`src/sv/spv_pkg.sv`:
```
// ============================================================================
// spv_pkg - shared types and constants for the shader program validator
// Holds the beat formats, opcode and status codes, and the source-count
// table used by the classifier.
// ============================================================================
package spv_pkg;

    // Default sizes of the program resources.
    localparam int DEF_NUM_REGS     = 32;
    localparam int DEF_MAX_UNIFORMS = 64;
    localparam int DEF_MAX_ATTRIBS  = 16;
    localparam int DEF_MAX_TEXTURES = 8;
    localparam int DEF_MAX_VARYINGS = 8;
    localparam int DEF_MAX_INSTRS   = 256;

    // A matrix spans four consecutive uniforms; swizzle masks are one byte.
    localparam int MAT_SPAN = 4;
    localparam int SWZ_MAX  = 255;

    // Register indexes are carried at the width of the largest register file.
    localparam int REG_IDX_W = 6;
    localparam int IDX_W     = 9;

    // Depth of the queue between classifier and checker.
    localparam int QUEUE_DEPTH = 2;

    // Output counter saturates here.
    localparam logic [1:0] OCNT_SAT = 2'd2;

    localparam logic STAGE_VERTEX = 1'b0;
    localparam logic STAGE_PIXEL  = 1'b1;

    localparam logic [7:0] OPC_CONST    = 8'd0;
    localparam logic [7:0] OPC_INPUT    = 8'd1;
    localparam logic [7:0] OPC_UNIFORM  = 8'd2;
    localparam logic [7:0] OPC_MOV      = 8'd3;
    localparam logic [7:0] OPC_ADD      = 8'd4;
    localparam logic [7:0] OPC_SUB      = 8'd5;
    localparam logic [7:0] OPC_MUL      = 8'd6;
    localparam logic [7:0] OPC_MAD      = 8'd7;
    localparam logic [7:0] OPC_DOT3     = 8'd8;
    localparam logic [7:0] OPC_DOT4     = 8'd9;
    localparam logic [7:0] OPC_MIN      = 8'd10;
    localparam logic [7:0] OPC_MAX      = 8'd11;
    localparam logic [7:0] OPC_RCP      = 8'd12;
    localparam logic [7:0] OPC_RSQRT    = 8'd13;
    localparam logic [7:0] OPC_SIN      = 8'd14;
    localparam logic [7:0] OPC_COS      = 8'd15;
    localparam logic [7:0] OPC_TEX2D    = 8'd16;
    localparam logic [7:0] OPC_SWIZZLE  = 8'd17;
    localparam logic [7:0] OPC_MAT4     = 8'd18;
    localparam logic [7:0] OPC_SELECT   = 8'd19;
    localparam logic [7:0] OPC_POSITION = 8'd20;
    localparam logic [7:0] OPC_VARYING  = 8'd21;
    localparam logic [7:0] OPC_COLOR    = 8'd22;
    localparam logic [7:0] OPC_LAST     = OPC_COLOR;

    typedef enum logic [3:0] {
        ST_OK          = 4'd0,
        ST_TOO_LONG    = 4'd1,
        ST_LIMITS      = 4'd2,
        ST_UNDEF_READ  = 4'd3,
        ST_NONFINITE   = 4'd4,
        ST_INPUT       = 4'd5,
        ST_MATRIX      = 4'd6,
        ST_TEXTURE     = 4'd7,
        ST_SWIZZLE     = 4'd8,
        ST_POSITION    = 4'd9,
        ST_COLOR       = 4'd10,
        ST_VARYING     = 4'd11,
        ST_OUT_COUNT   = 4'd12
    } status_t;

    // What a passing instruction does to the program state.
    typedef enum logic [1:0] {
        EFF_NONE   = 2'd0,
        EFF_WRITE  = 2'd1,
        EFF_OUTPUT = 2'd2
    } effect_t;

    typedef struct packed {
        logic [7:0]  opcode;
        logic [15:0] dest_reg;
        logic [15:0] operand_a;
        logic [15:0] operand_b;
        logic [15:0] operand_c;
        logic [31:0] lit_x;
        logic [31:0] lit_y;
        logic [31:0] lit_z;
        logic [31:0] lit_w;
        logic        end_of_program;
    } in_item_t;

    typedef struct packed {
        status_t          status;
        logic [IDX_W-1:0] error_index;
    } out_item_t;

    // Classified instruction as it travels from front to back.
    typedef struct packed {
        logic                 lim_err;
        logic [1:0]           nsrc;
        logic                 a_in_file;
        logic                 b_in_file;
        logic                 c_in_file;
        logic [REG_IDX_W-1:0] a_idx;
        logic [REG_IDX_W-1:0] b_idx;
        logic [REG_IDX_W-1:0] c_idx;
        logic [REG_IDX_W-1:0] dst_idx;
        status_t              late_status;
        effect_t              effect;
        logic                 eop;
    } ctrl_t;

    // Number of register sources an opcode reads.
    function automatic logic [1:0] src_count(input logic [7:0] op);
        logic [1:0] n;
        case (op)
            OPC_CONST, OPC_INPUT, OPC_UNIFORM:             n = 2'd0;
            OPC_MOV, OPC_RCP, OPC_RSQRT, OPC_SIN, OPC_COS: n = 2'd1;
            OPC_TEX2D, OPC_SWIZZLE, OPC_MAT4:              n = 2'd1;
            OPC_POSITION, OPC_VARYING, OPC_COLOR:          n = 2'd1;
            OPC_ADD, OPC_SUB, OPC_MUL, OPC_DOT3, OPC_DOT4: n = 2'd2;
            OPC_MIN, OPC_MAX:                              n = 2'd2;
            OPC_MAD, OPC_SELECT:                           n = 2'd3;
            default:                                       n = 2'd0;
        endcase
        return n;
    endfunction

endpackage

```
`src/sv/shader_program_validator.sv`:
```
// ============================================================================
// shader_program_validator - streaming shader program checker
// Checks one shader instruction per beat and gives one verdict beat per
// program, on the instruction that ends it.
// ============================================================================
//
//  Channel  Direction  Handshake             Beat
//  -------  ---------  --------------------  ----------------------------------
//  cfg      in         cfg_valid/cfg_ready   stage bit (0 vertex, 1 pixel)
//  in       in         in_valid/in_stall     one instruction (in_item_t)
//  out      out        out_valid/out_stall   verdict: status, error_index
//
//  An instruction is checked at a rate of one per cycle while the queue
//  has room. The front stage classifies it in the cycle it is accepted and
//  writes it to a two-entry queue; the back stage checks it against the
//  program state once it reaches the head of the queue, and the verdict
//  for the final instruction is registered in the output register.
//  Reset (rst_n low, asynchronous) clears the stage to vertex and all
//  program state; no clearing pass follows.
//  A stalled output holds only verdict beats: ordinary instructions keep
//  flowing until a second end of program reaches the head of the queue,
//  and in_stall rises only when the queue is full.
//
module shader_program_validator
    import spv_pkg::*;
#(
    parameter int NUM_REGS     = DEF_NUM_REGS,
    parameter int MAX_UNIFORMS = DEF_MAX_UNIFORMS,
    parameter int MAX_ATTRIBS  = DEF_MAX_ATTRIBS,
    parameter int MAX_TEXTURES = DEF_MAX_TEXTURES,
    parameter int MAX_VARYINGS = DEF_MAX_VARYINGS,
    parameter int MAX_INSTRS   = DEF_MAX_INSTRS
)
(
    input  logic      clk,
    input  logic      rst_n,
    input  logic      cfg_valid,
    output logic      cfg_ready,
    input  logic      cfg_data,
    input  logic      in_valid,
    output logic      in_stall,
    input  in_item_t  in_data,
    output logic      out_valid,
    input  logic      out_stall,
    output out_item_t out_data
);

    // Classified entry leaving the front stage.
    ctrl_t front_entry;
    // Entry at the head of the queue, offered to the back stage.
    ctrl_t head_entry;
    logic  q_full;
    logic  q_head_valid;
    logic  q_pop;
    logic  in_push;

    // The input side waits only when the queue has no room left.
    assign in_stall = q_full;
    assign in_push  = in_valid && !q_full;

    // The front stage owns the stage register and every check that does
    // not depend on earlier instructions of the program.
    spv_front #(
        .NUM_REGS     (NUM_REGS),
        .MAX_UNIFORMS (MAX_UNIFORMS),
        .MAX_ATTRIBS  (MAX_ATTRIBS),
        .MAX_TEXTURES (MAX_TEXTURES),
        .MAX_VARYINGS (MAX_VARYINGS)
    ) u_front (
        .clk       (clk),
        .rst_n     (rst_n),
        .cfg_valid (cfg_valid),
        .cfg_ready (cfg_ready),
        .cfg_data  (cfg_data),
        .in_data   (in_data),
        .entry     (front_entry)
    );

    spv_queue u_queue (
        .clk        (clk),
        .rst_n      (rst_n),
        .push       (in_push),
        .push_data  (front_entry),
        .full       (q_full),
        .pop        (q_pop),
        .head_valid (q_head_valid),
        .head       (head_entry)
    );

    // The back stage holds the written mask, position and output counts
    // and the first error, and registers the verdict beat.
    spv_back #(
        .NUM_REGS   (NUM_REGS),
        .MAX_INSTRS (MAX_INSTRS)
    ) u_back (
        .clk        (clk),
        .rst_n      (rst_n),
        .head_valid (q_head_valid),
        .head       (head_entry),
        .pop        (q_pop),
        .out_valid  (out_valid),
        .out_stall  (out_stall),
        .out_data   (out_data)
    );

endmodule

```
`src/sv/spv_front.sv`:
```
// ============================================================================
// spv_front - instruction classifier
// Holds the stage register and runs every check that needs no program
// state, packing the outcome into one queue entry per accepted beat.
// ============================================================================
module spv_front
    import spv_pkg::*;
#(
    parameter int NUM_REGS     = DEF_NUM_REGS,
    parameter int MAX_UNIFORMS = DEF_MAX_UNIFORMS,
    parameter int MAX_ATTRIBS  = DEF_MAX_ATTRIBS,
    parameter int MAX_TEXTURES = DEF_MAX_TEXTURES,
    parameter int MAX_VARYINGS = DEF_MAX_VARYINGS
)
(
    input  logic     clk,
    input  logic     rst_n,
    input  logic     cfg_valid,
    output logic     cfg_ready,
    input  logic     cfg_data,
    input  in_item_t in_data,
    output ctrl_t    entry
);

    logic       stage_reg;
    logic       stage_next;
    logic [7:0] op;
    logic [31:0] dst_w;
    logic [31:0] a_w;
    logic [31:0] b_w;
    logic [31:0] c_w;
    logic       lits_finite;

    assign cfg_ready  = 1'b1;
    assign stage_next = cfg_valid ? cfg_data : stage_reg;

    always_ff @(posedge clk or negedge rst_n)
    begin
        if (!rst_n)
        begin
            stage_reg <= STAGE_VERTEX;
        end
        else
        begin
            stage_reg <= stage_next;
        end
    end

    assign op    = in_data.opcode;
    assign dst_w = 32'(in_data.dest_reg);
    assign a_w   = 32'(in_data.operand_a);
    assign b_w   = 32'(in_data.operand_b);
    assign c_w   = 32'(in_data.operand_c);

    // An IEEE single is finite unless its exponent field is all ones.
    assign lits_finite = (in_data.lit_x[30:23] != 8'hFF) && (in_data.lit_y[30:23] != 8'hFF)
                      && (in_data.lit_z[30:23] != 8'hFF) && (in_data.lit_w[30:23] != 8'hFF);

    always_comb
    begin
        entry.lim_err = (op > OPC_LAST) || (dst_w >= 32'(NUM_REGS))
                     || (a_w >= 32'(MAX_UNIFORMS)) || (b_w >= 32'(MAX_UNIFORMS))
                     || (c_w >= 32'(MAX_UNIFORMS));
        entry.nsrc      = src_count(op);
        entry.a_in_file = a_w < 32'(NUM_REGS);
        entry.b_in_file = b_w < 32'(NUM_REGS);
        entry.c_in_file = c_w < 32'(NUM_REGS);
        entry.a_idx     = in_data.operand_a[REG_IDX_W-1:0];
        entry.b_idx     = in_data.operand_b[REG_IDX_W-1:0];
        entry.c_idx     = in_data.operand_c[REG_IDX_W-1:0];
        entry.dst_idx   = in_data.dest_reg[REG_IDX_W-1:0];
        entry.eop       = in_data.end_of_program;

        // Checks that follow the register reads, in priority order.
        entry.late_status = ST_OK;
        if ((op == OPC_CONST) && !lits_finite)
        begin
            entry.late_status = ST_NONFINITE;
        end
        else if ((op == OPC_INPUT) && (a_w >= 32'(MAX_ATTRIBS)))
        begin
            entry.late_status = ST_INPUT;
        end
        else if ((op == OPC_MAT4) && (b_w > 32'(MAX_UNIFORMS - MAT_SPAN)))
        begin
            entry.late_status = ST_MATRIX;
        end
        else if ((op == OPC_TEX2D)
                 && ((b_w >= 32'(MAX_TEXTURES)) || (stage_reg != STAGE_PIXEL)))
        begin
            entry.late_status = ST_TEXTURE;
        end
        else if ((op == OPC_SWIZZLE) && (b_w > 32'(SWZ_MAX)))
        begin
            entry.late_status = ST_SWIZZLE;
        end
        else if ((op == OPC_POSITION) && (stage_reg != STAGE_VERTEX))
        begin
            entry.late_status = ST_POSITION;
        end
        else if ((op == OPC_COLOR) && (stage_reg != STAGE_PIXEL))
        begin
            entry.late_status = ST_COLOR;
        end
        else if ((op == OPC_VARYING)
                 && ((stage_reg != STAGE_VERTEX) || (dst_w >= 32'(MAX_VARYINGS))))
        begin
            entry.late_status = ST_VARYING;
        end

        if ((op == OPC_POSITION) || (op == OPC_COLOR))
        begin
            entry.effect = EFF_OUTPUT;
        end
        else if (op == OPC_VARYING)
        begin
            entry.effect = EFF_NONE;
        end
        else
        begin
            entry.effect = EFF_WRITE;
        end
    end

endmodule

```
`src/sv/spv_queue.sv`:
```
// ============================================================================
// spv_queue - short queue between classifier and checker
// A small register FIFO that lets the input side and the checker stall
// independently.
// ============================================================================
module spv_queue
    import spv_pkg::*;
(
    input  logic  clk,
    input  logic  rst_n,
    input  logic  push,
    input  ctrl_t push_data,
    output logic  full,
    input  logic  pop,
    output logic  head_valid,
    output ctrl_t head
);

    localparam int PTR_W = (QUEUE_DEPTH > 1) ? $clog2(QUEUE_DEPTH) : 1;
    localparam int CNT_W = $clog2(QUEUE_DEPTH + 1);

    ctrl_t              entry_reg [QUEUE_DEPTH];
    logic [PTR_W-1:0]   wr_ptr_reg;
    logic [PTR_W-1:0]   wr_ptr_next;
    logic [PTR_W-1:0]   rd_ptr_reg;
    logic [PTR_W-1:0]   rd_ptr_next;
    logic [CNT_W-1:0]   count_reg;
    logic [CNT_W-1:0]   count_next;

    function automatic logic [PTR_W-1:0] ptr_inc(input logic [PTR_W-1:0] p);
        logic [PTR_W-1:0] r;
        if (p == PTR_W'(QUEUE_DEPTH - 1))
        begin
            r = '0;
        end
        else
        begin
            r = p + 1'b1;
        end
        return r;
    endfunction

    assign full       = (count_reg == CNT_W'(QUEUE_DEPTH));
    assign head_valid = (count_reg != '0);
    assign head       = entry_reg[rd_ptr_reg];

    always_comb
    begin
        wr_ptr_next = push ? ptr_inc(wr_ptr_reg) : wr_ptr_reg;
        rd_ptr_next = pop ? ptr_inc(rd_ptr_reg) : rd_ptr_reg;
        count_next  = count_reg;
        if (push && !pop)
        begin
            count_next = count_reg + 1'b1;
        end
        else if (pop && !push)
        begin
            count_next = count_reg - 1'b1;
        end
    end

    always_ff @(posedge clk or negedge rst_n)
    begin
        if (!rst_n)
        begin
            wr_ptr_reg <= '0;
            rd_ptr_reg <= '0;
            count_reg  <= '0;
        end
        else
        begin
            wr_ptr_reg <= wr_ptr_next;
            rd_ptr_reg <= rd_ptr_next;
            count_reg  <= count_next;
        end
    end

    always_ff @(posedge clk)
    begin
        if (push)
        begin
            entry_reg[wr_ptr_reg] <= push_data;
        end
    end

endmodule

```
`src/sv/spv_back.sv`:
```
// ============================================================================
// spv_back - program state checker
// Applies the register-read checks against the written mask, tracks the
// program position, output count and first error, and drives the verdict
// beat through an output register.
// ============================================================================
module spv_back
    import spv_pkg::*;
#(
    parameter int NUM_REGS   = DEF_NUM_REGS,
    parameter int MAX_INSTRS = DEF_MAX_INSTRS
)
(
    input  logic      clk,
    input  logic      rst_n,
    input  logic      head_valid,
    input  ctrl_t     head,
    output logic      pop,
    output logic      out_valid,
    input  logic      out_stall,
    output out_item_t out_data
);

    localparam int RW   = (NUM_REGS > 1) ? $clog2(NUM_REGS) : 1;
    localparam int PC_W = $clog2(MAX_INSTRS + 2);
    localparam logic [PC_W-1:0] PC_LIMIT = PC_W'(MAX_INSTRS);

    logic [NUM_REGS-1:0] mask_reg;
    logic [NUM_REGS-1:0] mask_next;
    logic [1:0]          ocnt_reg;
    logic [1:0]          ocnt_next;
    logic [PC_W-1:0]     pc_reg;
    logic [PC_W-1:0]     pc_next;
    logic                disc_reg;
    logic                disc_next;
    status_t             err_st_reg;
    status_t             err_st_next;
    logic [PC_W-1:0]     err_idx_reg;
    logic [PC_W-1:0]     err_idx_next;
    logic                out_valid_reg;
    logic                out_valid_next;
    out_item_t           out_data_reg;
    out_item_t           out_data_next;

    logic                a_ok;
    logic                b_ok;
    logic                c_ok;
    logic                undef_read;
    logic                active;
    status_t             step_status;
    logic [PC_W-1:0]     pc_step;
    logic [NUM_REGS-1:0] mask_step;
    logic [1:0]          ocnt_step;
    logic                disc_step;
    status_t             err_st_step;
    logic [PC_W-1:0]     err_idx_step;

    // A verdict beat may only be popped once the output register is free.
    assign pop = head_valid && (!head.eop || !out_valid_reg || !out_stall);

    assign a_ok = head.a_in_file && mask_reg[head.a_idx[RW-1:0]];
    assign b_ok = head.b_in_file && mask_reg[head.b_idx[RW-1:0]];
    assign c_ok = head.c_in_file && mask_reg[head.c_idx[RW-1:0]];
    assign undef_read = ((head.nsrc >= 2'd1) && !a_ok) || ((head.nsrc >= 2'd2) && !b_ok)
                     || ((head.nsrc == 2'd3) && !c_ok);

    always_comb
    begin
        if (head.lim_err)
        begin
            step_status = ST_LIMITS;
        end
        else if (undef_read)
        begin
            step_status = ST_UNDEF_READ;
        end
        else
        begin
            step_status = head.late_status;
        end

        pc_step      = (pc_reg <= PC_LIMIT) ? pc_reg + 1'b1 : pc_reg;
        active       = !disc_reg && (pc_step <= PC_LIMIT);
        mask_step    = mask_reg;
        ocnt_step    = ocnt_reg;
        disc_step    = disc_reg;
        err_st_step  = err_st_reg;
        err_idx_step = err_idx_reg;

        if (active && (step_status != ST_OK))
        begin
            disc_step    = 1'b1;
            err_st_step  = step_status;
            err_idx_step = pc_step;
        end
        else if (active)
        begin
            case (head.effect)
                EFF_WRITE:
                begin
                    mask_step[head.dst_idx[RW-1:0]] = 1'b1;
                end
                EFF_OUTPUT:
                begin
                    if (ocnt_reg < OCNT_SAT)
                    begin
                        ocnt_step = ocnt_reg + 1'b1;
                    end
                end
                default:
                begin
                    mask_step = mask_reg;
                end
            endcase
        end

        mask_next      = mask_reg;
        ocnt_next      = ocnt_reg;
        pc_next        = pc_reg;
        disc_next      = disc_reg;
        err_st_next    = err_st_reg;
        err_idx_next   = err_idx_reg;
        out_valid_next = out_valid_reg && out_stall;
        out_data_next  = out_data_reg;

        if (pop && head.eop)
        begin
            out_valid_next = 1'b1;
            if (pc_step > PC_LIMIT)
            begin
                out_data_next.status      = ST_TOO_LONG;
                out_data_next.error_index = '0;
            end
            else if (disc_step)
            begin
                out_data_next.status      = err_st_step;
                out_data_next.error_index = IDX_W'(err_idx_step);
            end
            else if (ocnt_step != 2'd1)
            begin
                out_data_next.status      = ST_OUT_COUNT;
                out_data_next.error_index = '0;
            end
            else
            begin
                out_data_next.status      = ST_OK;
                out_data_next.error_index = '0;
            end
            // Start the next program from a clean slate.
            mask_next    = '0;
            ocnt_next    = '0;
            pc_next      = '0;
            disc_next    = 1'b0;
            err_st_next  = ST_OK;
            err_idx_next = '0;
        end
        else if (pop)
        begin
            mask_next    = mask_step;
            ocnt_next    = ocnt_step;
            pc_next      = pc_step;
            disc_next    = disc_step;
            err_st_next  = err_st_step;
            err_idx_next = err_idx_step;
        end
    end

    always_ff @(posedge clk or negedge rst_n)
    begin
        if (!rst_n)
        begin
            mask_reg      <= '0;
            ocnt_reg      <= '0;
            pc_reg        <= '0;
            disc_reg      <= 1'b0;
            err_st_reg    <= ST_OK;
            err_idx_reg   <= '0;
            out_valid_reg <= 1'b0;
        end
        else
        begin
            mask_reg      <= mask_next;
            ocnt_reg      <= ocnt_next;
            pc_reg        <= pc_next;
            disc_reg      <= disc_next;
            err_st_reg    <= err_st_next;
            err_idx_reg   <= err_idx_next;
            out_valid_reg <= out_valid_next;
        end
    end

    always_ff @(posedge clk)
    begin
        out_data_reg <= out_data_next;
    end

    assign out_valid = out_valid_reg;
    assign out_data  = out_data_reg;

endmodule
```
`config.mk`:
```
export PLATFORM = sky130hd
export DESIGN_NAME = shader_program_validator
export DESIGN_NICKNAME = d
export VERILOG_FILES = /design/src/sv/spv_pkg.sv /design/src/sv/shader_program_validator.sv /design/src/sv/spv_front.sv /design/src/sv/spv_queue.sv /design/src/sv/spv_back.sv
export SDC_FILE = /design/constraint.sdc
export NUM_CORES = 1
export LEC_CHECK = 0
export ABC_CLOCK_PERIOD_IN_PS = 3300
export CORE_UTILIZATION = 65
export CTS_CLUSTER_DIAMETER = 120
export DETAILED_ROUTE_END_ITERATION = 7
export DONT_BUFFER_PORTS = 1
export GPL_TIMING_DRIVEN = 0
export PLACE_DENSITY = 0.79
export SLEW_MARGIN = 10
export SYNTH_ARGS = -nofsm -noshare
export SYNTH_HDL_FRONTEND = slang
export SYNTH_SLANG_ARGS = --single-unit
```
`constraint.sdc`:
```
create_clock -name clk -period 3.3 [get_ports clk]
set_input_delay 0.165 -clock clk [delete_from_list [all_inputs] [get_ports clk]]
set_output_delay 0.165 -clock clk [all_outputs]
set_load 0.05 [all_outputs]
```
# == Word-level counts from Yosys, hierarchy flattened ==
# Memory sizes are Yosys's and may differ from the RTL's.
# Cells that the tools add are included.
# totals
register_bits,76
mem_bits_rw,74
rom_bits,64
in_bits,207
wordCells,174
n_memories,2
# memory_table
memory,depth,width,read_ports,rd_ports_with_merged_regs,write_ports,line,source
u_queue.entry_reg,2,37,1,0,1,spv_queue.sv:22,ctrl_t entry_reg [QUEUE_DEPTH];
(name not given),32,2,1,0,0,spv_pkg.sv:118,case (op)
# op_classes
add_sub_neg,6
order_cmp,24
eq_ne,17
n_mux,53
bitwise_logic,2
reduce_logical,57
# op_table
operator,n
32-bit 2-to-1 mux,5
9-bit 2-to-1 mux,6
4-bit 2-to-1 mux,13
"8-bit by 5-bit equality test with 1-bit output, second input constant",6
"16-bit by 7-bit greater-or-equal comparator with 1-bit output, second input constant",3
"16-bit by 6-bit < comparator with 1-bit output, second input constant",3
"16-bit by 4-bit greater-or-equal comparator with 1-bit output, second input constant",2
"8-bit inequality test, second input constant",4
32-bit bitwise OR,1
1-bit logical AND,26
13-bit 2-to-1 mux,2
"5-bit by 6-bit < comparator with 1-bit output, second input constant",4
2-bit 2-to-1 mux,10
"9-bit less-or-equal comparator, second input constant",2
"16-bit by 5-bit greater-or-equal comparator with 1-bit output, second input constant",1
"16-bit by 6-bit greater-or-equal comparator with 1-bit output, second input constant",1
"16-bit by 6-bit greater-than comparator with 1-bit output, second input constant",1
"16-bit by 8-bit greater-than comparator with 1-bit output, second input constant",1
1-bit binary-select mux with 5-bit select,3
1-bit 2-to-1 mux,13
1-bit zero test,11
1-bit logical OR,11
2-bit nonzero test,5
"9-bit by 1-bit adder with 9-bit output, second input constant",1
other kinds (20),24

# == Depth between registers and ports, before layout ==
# Gate-level depths: netlist (run 1).
# An unclocked memory read counts as a cell.
# depth
ltp_word,16
mapped_depth,13
depth_no_buf,10

# == By module ==
# A second synthesis (run 1) with hierarchy kept.
# unflattened
cells_unflattened,724
area_unflattened_um2,8436.8
# modules_own_cells
module,instances,cells_per_inst,area_each_um2,seq_area_each_um2
spv_back,1,461,4619.4,1841.8
spv_queue,1,131,2941.6,2322.2
spv_front,1,131,862.1,25.0
shader_program_validator,1,1,13.8,0.0

# == Least setup slack after synthesis (run 1) ==
# No wires, ideal clock.
# synth_path
path_type,reg-to-reg
startpoint,register u_back.pc_reg[0]
endpoint,"register u_back.out_data_reg (netlist bit u_back.out_data[11]), data pin"
arrival_ns,2.744
required_time_ns,3.133
path_slack_ns,0.388
stages_incl_launch_ff,12
n_path_buf,1
period_less_slack_ns,2.912
path_cell_list,dfrtp_1 -> inv_1 -> ha_1 -> or4b_4 -> o21ai_4 -> nand2_1 -> xor2_1 -> a31oi_4 -> clkbuf_1 -> nor3_1 -> nand4_1 -> a221oi_2
# synth_between
elab_chain_len,9
word_cells_on_any_way,14
cone_classes,add/sub: 1; order compare: 3; eq/ne: 1; mux: 7; reduce/logical: 2
# synth_lines
item,line,source
from (decl),spv_back.sv:32,logic [PC_W-1:0] pc_reg;
from (signal assigned),spv_back.sv:184,pc_reg <= pc_next;
9-bit by 1-bit adder with 9-bit output / 9-bit less-or-equal comparator (equally long branches),spv_back.sv:82,pc_step = (pc_reg <= PC_LIMIT) ? pc_reg + 1'b1 : pc_reg;
9-bit 2-to-1 mux *,spv_back.sv:82,
9-bit less-or-equal comparator,spv_back.sv:83,active = !disc_reg && (pc_step <= PC_LIMIT);
1-bit logical AND,spv_back.sv:83,
2-bit 2-to-1 mux / 1-bit logical AND (equally long branches),"spv_back.sv:96, spv_back.sv:90",
2-bit 2-to-1 mux,spv_back.sv:90,if (active && (step_status != ST_OK))
2-bit by 1-bit inequality test with 1-bit output,spv_back.sv:139,else if (ocnt_step != 2'd1)
13-bit 2-to-1 mux,spv_back.sv:139,
13-bit 2-to-1 mux,spv_back.sv:134,else if (disc_step)
to (signal assigned),spv_back.sv:194,out_data_reg <= out_data_next;
to (decl),spv_back.sv:42,out_item_t out_data_reg;
# Mark *: on every way between the ends. The rest lies on a longest branch, timed or not.
# A chain may end at the register's enable or synchronous reset.

# == Worst setup path after layout (run 1) ==
# layout_path
startpoint,register u_back.pc_reg[0]
endpoint,register u_back.mask_reg[20]
# layout_between
elab_chain_len,7
word_cells_on_any_way,9
cone_classes,add/sub: 1; order compare: 2; eq/ne: 1; mux: 1; reduce/logical: 4
# layout_lines
item,line,source
9-bit by 1-bit adder with 9-bit output / 9-bit less-or-equal comparator (equally long branches),spv_back.sv:82,
9-bit 2-to-1 mux *,spv_back.sv:82,
9-bit less-or-equal comparator *,spv_back.sv:83,
1-bit logical AND *,spv_back.sv:83,
1-bit logical AND,spv_back.sv:90,
2-bit inequality test (no source line),--,
4-bit AND reduction (no source line) *,--,
to (signal assigned),spv_back.sv:182,mask_reg <= mask_next;
to (decl),spv_back.sv:28,logic [NUM_REGS-1:0] mask_reg;
# Marked as above.

==> metrics, run 1 <==
Worst-Skew Late Latency between 400 and 500 ps; Clk pin slew, worst setup/hold paths roughly 60 ps; Seq/Total Area, Yosys between 40% and 50%; Worst setup SP type flip-flop; max reg flops 66; row count 41; drt total wl between 20000 and 30000 µm; kind of critical path flip-flop to flip-flop; Reg area 3950 µm²; Nets roughly 1.2k; first-pass GRT wire length 43700 µm; 1st-iter DRT viols around 1.3k; GR Overflow Total 0; GRT Util Overall about 45%; area of the multi-input gates around 4300 µm²; pre-CTS WS -190 ps; critical path peak fanout 10; VDD IR max between 0.0007 and 0.0008 V; Syn Area/Cell around 9.7 µm²; root buf cell clkbuf_16; leak pwr roughly 3.7 nW; Seq cells post-synth between 100 and 150; Slew Limit Fails 0; drt drc 0; Max Root-Sink Buffers 2; Chip Height around 120 µm; largest net degree at the start of global routing 64; Hold Path Class input port to flip-flop; Fin Clk Skew roughly 8 ps; CTS tree built; DP HPWL just under 20000 µm; Unique masters post-synth 92; die area around 14000 µm²; Post-synth EDFFs 79; min Tclk post-route 3240 ps; actual slew at the worst max-slew pin ~970 ps; total CTS buffers 17; Syn. warnings 0; total number of vias slightly above 8k; Netlist Area Pre-Place between 8000 and 9000 µm²; setup ws final around 60 ps; crit path DAT ~3600 ps; Critical Path Sink Type flip-flop; unrepaired setup endpoints after global routing true; share of cells above drive strength 1 between 10% and 20%; Routability Congestion between 1 and 1.5; Post-synth ARST share roughly 44%; Wirelength per Cell 26.1 µm; Core Area approximately 13000 µm²; fill count between 800 and 900; IO Count about 220; IO Port Bufs 0; Setup-failing EPs final 0; final hold vios 0; Post-Synthesis Cells 888; Die Wd 117 µm; final worst path period share a little over nine tenths; vias per inst approximately 7.3; synthesis-to-layout area growth 16.2%; initial core utilization about two thirds; Post-Syn Nets between 1k and 1.5k; required time worst endpoint 3610 ps; predominant post-synthesis flop cell edfxtp_1; initial antenna violation count 5; Worst slew margin between 30% and 40%; htree depth 4; P per Cell Area about 850 nW/µm²; max_cap viols 0; Antenna Violating Nets Remaining 0; DR pass1 iterations 8; vias in the first global route 7778; outcome complete, no violations; Fin Hold WS about 54 ps; Sinks on Clock Net 142; max frequency between 0.3 and 0.4 GHz
## layout by cell type (no fill, tap or decap), types with 14 or more instances in the layout
cell type,n
inv_1,42
dlygate4sd3_1,29
nand2_1,136
edfxtp_1,79
nand2b_1,20
nor2_1,54
buf_4,15
nand3_1,17
o41ai_1,14
dfrtp_1,62
clkbuf_1,19
o22ai_1,15
o21ai_0,36
nor2b_1,19
clkbuf_16,17
nor3_1,17
o31ai_1,14
a22oi_1,20
a21oi_1,48
## routing by layer
metal,wire (µm),up-vias,track usage [%]
met5,0,-,0
met1,10700,3983,55.0
met4,2100,0,26.6
met3,3800,167,15.2
li1,-,3469,-
met2,13200,685,68.5
## cells by family (layout without fill, tap and decap cells)
kind of cell	count (synthesis)	count (layout)	share of synthesized area [%]
xor gates and xnor gates	14	14	1.43
buffers and inverters	95	170	5.63
and+or+nand+nor	335	335	19.2
AOI/OAI and AO/OA	269	269	23.6
muxes	26	26	3.33
adders and majority gates	6	6	0.873
DFF	142	142	45.9
other	1	6	0.0436
## power by group
part           total [mW]  internal (mW)  leakage (nW)  switching (mW)
registers            2.85           2.32          1.59           0.529
logic                3.70           1.32          1.82            2.39
clock network        1.97           1.14         0.288           0.837
total                8.52           4.77          3.70            3.75
## critical path, cell delays in order, from the launching register on
cell and delay, ps:
dfrtp_1 460, inv_1 120, ha_1 150, or4b_4 470
o21ai_4 220, buf_12 150, nand3b_2 70, a21oi_2 230
a31oi_4 160, nor2_4 220, nand2_2 190, buf_2 260
o41ai_1 390
## stage by stage
stage	total power [mW]	instances	TNS [ps]	area (µm²)	utilization, %
floorplan	5.21	888	0	8600	-
global placement	5.97	1060	-1230	8810	69.0
detailed placement	6.11	1061	-3880	8840	69.2
CTS	8.16	1127	0	9830	77.0
global route	8.81	1138	-128	9990	78.2
finish	8.52	1140	0	9990	78.2
## cells in the mapped netlist (all sizes together), types with 4 or more instances
cell | n | area [µm²]
or3 | 4 | 25.0
a32oi | 5 | 43.8
a221oi | 5 | 56.3
nor2b | 19 | 119
nand3 | 18 | 95.1
ha | 6 | 75.1
xor2 | 5 | 43.8
xnor2 | 9 | 78.8
a31oi | 16 | 145
a22oi | 20 | 150
mux2 | 12 | 143
and2 | 12 | 75.1
a41o | 4 | 40.0
a21boi | 4 | 30.0
buf | 30 | 240
edfxtp | 79 | 2370
a21oi | 49 | 249
nor4 | 12 | 81.3
nor3 | 18 | 101
o211ai | 5 | 37.5
o22ai | 15 | 93.8
nor2 | 58 | 228
o21a | 5 | 37.5
mux2i | 14 | 144
and3 | 5 | 31.3
nand2b | 20 | 125
a211o | 8 | 70.1
o32a | 4 | 40.0
inv | 43 | 161
o41ai | 20 | 205
a2bb2oi | 4 | 35.0
dfrtp | 63 | 1580
a22o | 4 | 35.0
nand4 | 13 | 87.6
a32o | 7 | 70.1
o21ai | 39 | 206
a211oi | 6 | 57.6
o31ai | 14 | 105
clkbuf | 21 | 78.8
o32ai | 13 | 114
nand2 | 138 | 528
a31o | 5 | 43.8
## timing repair
action                                  4_1_cts  5_1_grt
endpoints found under the setup margin       53       68
pin swaps                                     2        2
hold endpoints to repair                    114        0
resized for setup                             6       16
gates cloned                                  0        0
setup buffers                                 4        8
hold buffers                                 30        0
## area by class of cell
| class | count | share of cell area [%] |
|---|---|---|
| Antenna cell | 5 | 0.125 |
| Buffer | 51 | 3.32 |
| Clock buffer | 17 | 4.26 |
| Clock inverter | 15 | 1.74 |
| Inverter | 44 | 1.70 |
| Multi-Input combinational cell | 651 | 42.7 |
| Sequential cell | 142 | 39.5 |
| Tap cell | 172 | 2.15 |
| Timing Repair Buffer | 43 | 4.53 |
## path summary, 6_finish.rpt
check	start	end	slack, ps	depth (start not counted)
max	u_back.pc_reg[0]	u_back.mask_reg[20]	60	12
min	in_data[135]	u_queue.entry_reg[0][31]	50	3
max reg2reg	u_back.pc_reg[0]	u_back.mask_reg[20]	60	12
min reg2reg	u_back.err_idx_reg[1]	u_back.err_idx_reg[1]	500	1
max in group asynchronous	rst_n	u_queue.rd_ptr_reg	2720	2
min in group asynchronous	rst_n	u_back.mask_reg[1]	280	2
No activity file was read; power rests on OpenSTA's default activity.
==> run 2, diff against run 1 <==
Settings changed: ABC_CLOCK_PERIOD_IN_PS 3300 to not set, MAX_ROUTING_LAYER set to met4.
==> run 2 against run 1 <==
Compared with the run above:
- clock skew about the same
- worst setup slack worse by 49 ps
- cell count about the same
- wire length up 5.1%
- die area unchanged
- power up 3.2%
- final area up 0.59%
- hold slack worse by 33 ps
- sequential power about the same
- combinational power up 2%
- count of clock-buffer cells in the layout up 1
- non-clock buffer count up 1
- critical path type unchanged
- critical endpoint is now u_back.out_data[12]
- largest cell class unchanged
==> metrics, run 2 (synthesis gave the netlist of run 1 again) <==
worst-path cell chain buf_6, buf_12, buf_4, buf_6, a32oi_2, a31oi_1, a222oi_1, a21o_1, o22a_4, buf_12, buf_8, nand4_1, a221oi_2; vias per inst 7.47 (+2.5%); cell count of the worst hold path 2 (-1); drt total wl 31300 µm (+5.1%); DR pass1 iterations 7 (-1); crit path DAT 3550 ps (about the same); max frequency 0.304 GHz (-1.5%); Inst Count DP 1061 (unchanged); fill count 752 (-6.2%); Setup-failing EPs final 0 (unchanged); Antenna Violating Nets Remaining 0 (unchanged); Core Area 12800 µm² (unchanged); area of the multi-input gates 4300 µm² (+0.88%); CP max stage cell dfrtp_2; Hold Path Class input port to flip-flop; Worst R2R Path Depth 13 (+1); initial core utilization 67.3% (unchanged); Die Wd 117 µm (unchanged); critical path peak fanout 10 (unchanged); CP max stage delay 450 ps (-20 ps); total CTS buffers 17 (unchanged); Sinks on Clock Net 142 (unchanged); VDD IR max 0.000657 V (-7.1%); Fin Hold WS 21.2 ps (-32.8 ps); GR Overflow Total 0 (unchanged); final worst path period share 99.7% (+1.5 points); max_cap viols 0 (unchanged); die area 13700 µm² (unchanged); Reg area 3950 µm² (unchanged); Routability Congestion 1.05 (+1.7%); leak pwr 3.72 nW (+0.58%); Fin Clk Skew 8.02 ps (+0.214 ps); synthesis-to-layout area growth 16.9%; CTS tree built; total number of vias 8508 (+2.5%); Critical Path Sink Type flip-flop; root buf cell clkbuf_16; first-pass GRT wire length 44500 µm (+2.0%); Nets 1164 (+0.086%); share of cells above drive strength 1 14.3% (+0.61 points); IO Count 223 (unchanged); Non-Filler Instances 1139 (-0.088%); kind of critical path flip-flop to flip-flop; Clk pin slew, worst setup/hold paths 60 ps (about the same); GRT Util Overall 46.9% (+2.3 points); vias in the first global route 7877 (+1.3%); min Tclk post-route 3290 ps (+48.6 ps); Worst-Skew Late Latency 440 ps (about the same); outcome complete, no violations; htree depth 4 (unchanged); final hold vios 0 (unchanged); most frequent cells in the layout 134 x nand2_1, 79 x edfxtp_1, 62 x dfrtp_1; Reg2Reg Setup Slack 10 ps (-50 ps); post-route cell area 10100 µm² (+0.59%); Slew Limit Fails 0 (unchanged); dpl cell area 8840 µm² (unchanged); Worst setup SP type flip-flop; Max Root-Sink Buffers 2 (unchanged); 1st-iter DRT viols 1507 (+14%); commonest non-fill, non-tap cell in the layout nand2_1; Worst slew margin 42.6% (+7.2 points); actual slew at the worst max-slew pin 861 ps (-108 ps); initial antenna violation count 3 (-2); setup TNS 0 ps (unchanged); Final Util 78.7% (+0.46 points); IO Port Bufs 0 (unchanged); Wirelength per Cell 27.5 µm (+5.2%); row count 41 (unchanged); DP HPWL 20000 µm (+1.3%); drt drc 0 (unchanged); required time worst endpoint 3560 ps (-50 ps); P per Cell Area 874 nW/µm² (+2.6%); Chip Height 117 µm (unchanged); largest net degree at the start of global routing 64 (unchanged); max reg flops 66 (unchanged)
-- run 2: cell types whose count changed in the layout (fill, tap and decap cells not counted), sizes merged --
cell / change
buf: +2
bufinv: +3
clkinvlp: +2
clkbuf: +1
diode: -2
inv: -6
dlygate4sd3: -1
-- run 2: worst paths after layout --
kind	from	to
setup / recovery	u_queue.rd_ptr_reg	u_back.out_data[12]
hold / removal	in_valid	u_queue.wr_ptr_reg
setup reg to reg	u_queue.rd_ptr_reg	u_back.out_data[12]
hold reg to reg	u_back.err_idx_reg[0]	u_back.err_idx_reg[0]
max in group asynchronous	rst_n	u_queue.rd_ptr_reg
min in group asynchronous	rst_n	u_back.mask_reg[4]
-- run 2: layer usage --
metal	part of all wire, %	vias to the layer above	GRT usage, %
met3	14	210	13.1
met5	0	-	-
met4	6.7	0	28.0
met2	44	846	69.5
li1	-	3475	-
met1	35	3977	57.5
-- run 2: report_power, final --
part           total, mW  switching, mW  internal (mW)  leakage [nW]
clock network       2.15          0.810           1.34         0.301
logic               3.78           2.46           1.32          1.83
registers           2.86          0.538           2.32          1.59
total               8.79           3.81           4.98          3.72
-- run 2: repair_timing --
item                                    4_1_cts  5_1_grt
gates resized for setup                      12       20
buffers inserted                              4       10
endpoints found under the hold margin       113        0
pin swaps                                     3        6
hold buffers                                 29        0
endpoints found under the setup margin       54       38
cloned                                        0        0
-- run 2: through the flow --
step	setup WS [ps]	total power, mW
2_1_floorplan	388	5.21
6_report	9.91	8.79
5_1_grt	-7.27	9.04
3_3_place_gp	-120	5.99
4_1_cts	22.1	8.42
3_5_place_dp	-226	6.13
-- run 2: cell type report --
| type | instances | share of cell area (%) |
|---|---|---|
| antenna | 3 | 0.0747 |
| buffer | 51 | 3.31 |
| clock buffer | 18 | 4.27 |
| clock inverter | 14 | 2.14 |
| inverter | 44 | 1.69 |
| multi-input combinational | 651 | 42.8 |
| sequential | 142 | 39.3 |
| tap | 172 | 2.14 |
| timing repair buffer | 44 | 4.31 |
-- run 2: worst max-delay path, delay by kind of cell, from the launching register on --
kind | cells | cell delay (ps)
simple gates | 1 | 210
buf+inv | 6 | 1000
flops | 1 | 450
compound gates | 6 | 1440
==> run 3, diff against run 2 <==
Settings changed: CTS_BUF_LIST set to sky130_fd_sc_hd__clkbuf_16.
Clock period 3.3 ns to 3.95 ns, I/O delays scaled along.
==> run 3 against run 2 <==
Compared with the run above:
- die area did not move
- power fell by 19%
- first-iteration DRC count fell by 1.1%
- count of clock-buffer cells in the layout fell by 1
- critical endpoint is now u_back.mask_reg[18]
- largest power group unchanged
==> metrics, run 3 (synthesis gave the netlist of run 1 again) <==
outcome complete, no violations; vias in the first global route 7865 (-0.15%); CP max stage cell mux2i_1; CTS tree built; GRT Util Overall 46.7% (-0.24 points); Flop pwr share 33.4% (+0.9 points); vias per inst 7.37 (-1.3%); drt drc 0 (unchanged); Core Area 12800 µm² (unchanged); Sinks on Clock Net 142 (unchanged); root buf cell clkbuf_16; Setup-failing EPs final 0 (unchanged); CP most frequent cell buf_4; max frequency 0.271 GHz (-11%); min Tclk post-route 3690 ps (+399 ps); htree depth 4 (unchanged); dpl cell area 8840 µm² (unchanged); Routability Congestion 1.05 (unchanged); worst-path cell chain buf_6, buf_2, buf_4, buf_4, buf_4, mux2i_1, nand2_1, nor3_4, nand4_2, buf_6, o32ai_1; unrepaired setup endpoints after global routing false; synthesis-to-layout area growth 13.9%; initial antenna violation count 1 (-2); Slew Limit Fails 0 (unchanged); fill count 792 (+5.3%); Final Util 76.7% (-2.0 points); Critical Path Sink Type flip-flop; Die Wd 117 µm (unchanged); setup ws final 261 ps (+251 ps); CP max stage delay 600 ps (+150 ps); total number of vias 8277 (-2.7%); leak pwr 3.62 nW (-2.8%); total CTS buffers 17 (unchanged); DP HPWL 20000 µm (unchanged); commonest non-fill, non-tap cell in the layout nand2_1; post-CTS sizing 0 (-12); initial core utilization 67.3% (unchanged); setup TNS 0 ps (unchanged); crit path DAT 4020 ps (+470 ps); die area 13700 µm² (unchanged); postcts setup bufs 0 (-4); Net Sw Frac 43.0% (-0.34 points); max_cap viols 0 (unchanged); max reg flops 66 (unchanged); Chip Height 117 µm (unchanged); P per Cell Area 725 nW/µm² (-17%); VDD IR max 0.000544 V (-17%); logic gate share of total power 41.5% (-1.5 points); Max Root-Sink Buffers 2 (unchanged); post-route cell area 9800 µm² (-2.6%); Antenna Violating Nets Remaining 0 (unchanged); Worst slew margin 33.1% (-9.5 points); row count 41 (unchanged); first-pass GRT wire length 44100 µm (-0.90%); Clk pin slew, worst setup/hold paths 60 ps (about the same); largest net degree at the start of global routing 64 (unchanged); pre-CTS WS 424 ps (+650 ps); Wirelength per Cell 26.6 µm (-3.3%); share of cells above drive strength 1 11.1% (-3.3 points); IO Count 223 (unchanged); P_sw 3.05 mW (-20%); Nets 1150 (-1.2%); DR pass1 iterations 6 (-1); kind of critical path flip-flop to flip-flop; Hold Path Class input port to flip-flop; clock share of power 25.1% (+0.6 points); GR Overflow Total 0 (unchanged); critical path peak fanout 10 (unchanged); final hold vios 0 (unchanged); Worst-Skew Late Latency 440 ps (about the same); drt total wl 29800 µm (-4.7%); most frequent cells in the layout 136 x nand2_1, 79 x edfxtp_1, 63 x dfrtp_1; 1st-iter DRT viols 1491 (-1.1%); Worst setup SP type flip-flop; IO Port Bufs 0 (unchanged); Reg2Reg Setup Slack 260 ps (+250 ps); cell-internal power 4.05 mW (-19%); final worst path period share 93.4% (-6.3 points); actual slew at the worst max-slew pin 1000 ps (+142 ps); Fin Clk Skew 9.86 ps (+1.84 ps); required time worst endpoint 4280 ps (+720 ps)
[run 3: cell types whose count changed in the layout (fill, tap and decap cells not counted), sizes merged]
| cell | delta |
|---|---|
| clkbuf | -1 |
| clkinvlp | -1 |
| buf | -14 |
| diode | -2 |
| inv | +2 |
[run 3: per-stage QoR]
step	power, mW	hold WS (ps)	std cells
final	7.11	81.2	1123
after CTS	6.95	43.5	1122
after global placement	5.01	-96.4	1060
after floorplan	4.35	-98.1	888
after global routing	7.33	84.5	1123
after detailed placement	5.12	-96.4	1061
[run 3: worst paths after layout]
path                                  startpoint                     to  cells past startpoint
max                           u_queue.rd_ptr_reg    u_back.mask_reg[18]                     11
min                                     in_valid     u_queue.wr_ptr_reg                      2
max reg2reg                   u_queue.rd_ptr_reg    u_back.mask_reg[18]                     11
min reg2reg                u_back.err_idx_reg[0]  u_back.err_idx_reg[0]                      1
max in group asynchronous                  rst_n       u_back.out_valid                      2
min in group asynchronous                  rst_n    u_back.mask_reg[16]                      2
[run 3: what timing repair did]
action	CTS	global route
setup endpoints to repair	0	0
endpoints found under the hold margin	113	0
hold buffers	29	0
[run 3: power by group through the flow]
stage | sequential (mW) | combinational, mW | clock (mW)
floorplan | 2.31 | 2.04 | 0
global placement | 2.36 | 2.65 | 0
detailed placement | 2.38 | 2.74 | 0
CTS | 2.35 | 2.83 | 1.77
global route | 2.39 | 3.11 | 1.83
finish | 2.37 | 2.95 | 1.79
[run 3: routing by layer]
metal  global-route usage [%]  vias up  part of all wire (%)
li1                         -     3433                     -
met1                     57.5     3940                    36
met2                     69.1      738                    44
met3                     13.5      166                    13
met4                     26.4        0                   6.2
met5                        -        -                     0
[run 3: layout make-up]
cell class	count	area [µm²]	share of cell area [%]
Multi-Input combinational cell	651	4170	42.6
Sequential cell	142	3950	40.3
Clock buffer	17	425	4.34
Timing Repair Buffer	30	328	3.35
Buffer	51	319	3.26
Clock inverter	15	219	2.23
Tap cell	172	215	2.20
Inverter	44	165	1.69
Antenna cell	1	2.50	0.0255
[run 3: critical path, delay by kind of cell, from the launching register on]
kind | cells | cell delay, ps
buffers and inverters | 6 | 1460
AOI/OAI and AO/OA | 1 | 280
and+or+nand+nor | 3 | 710
muxes | 1 | 600
DFF | 1 | 520
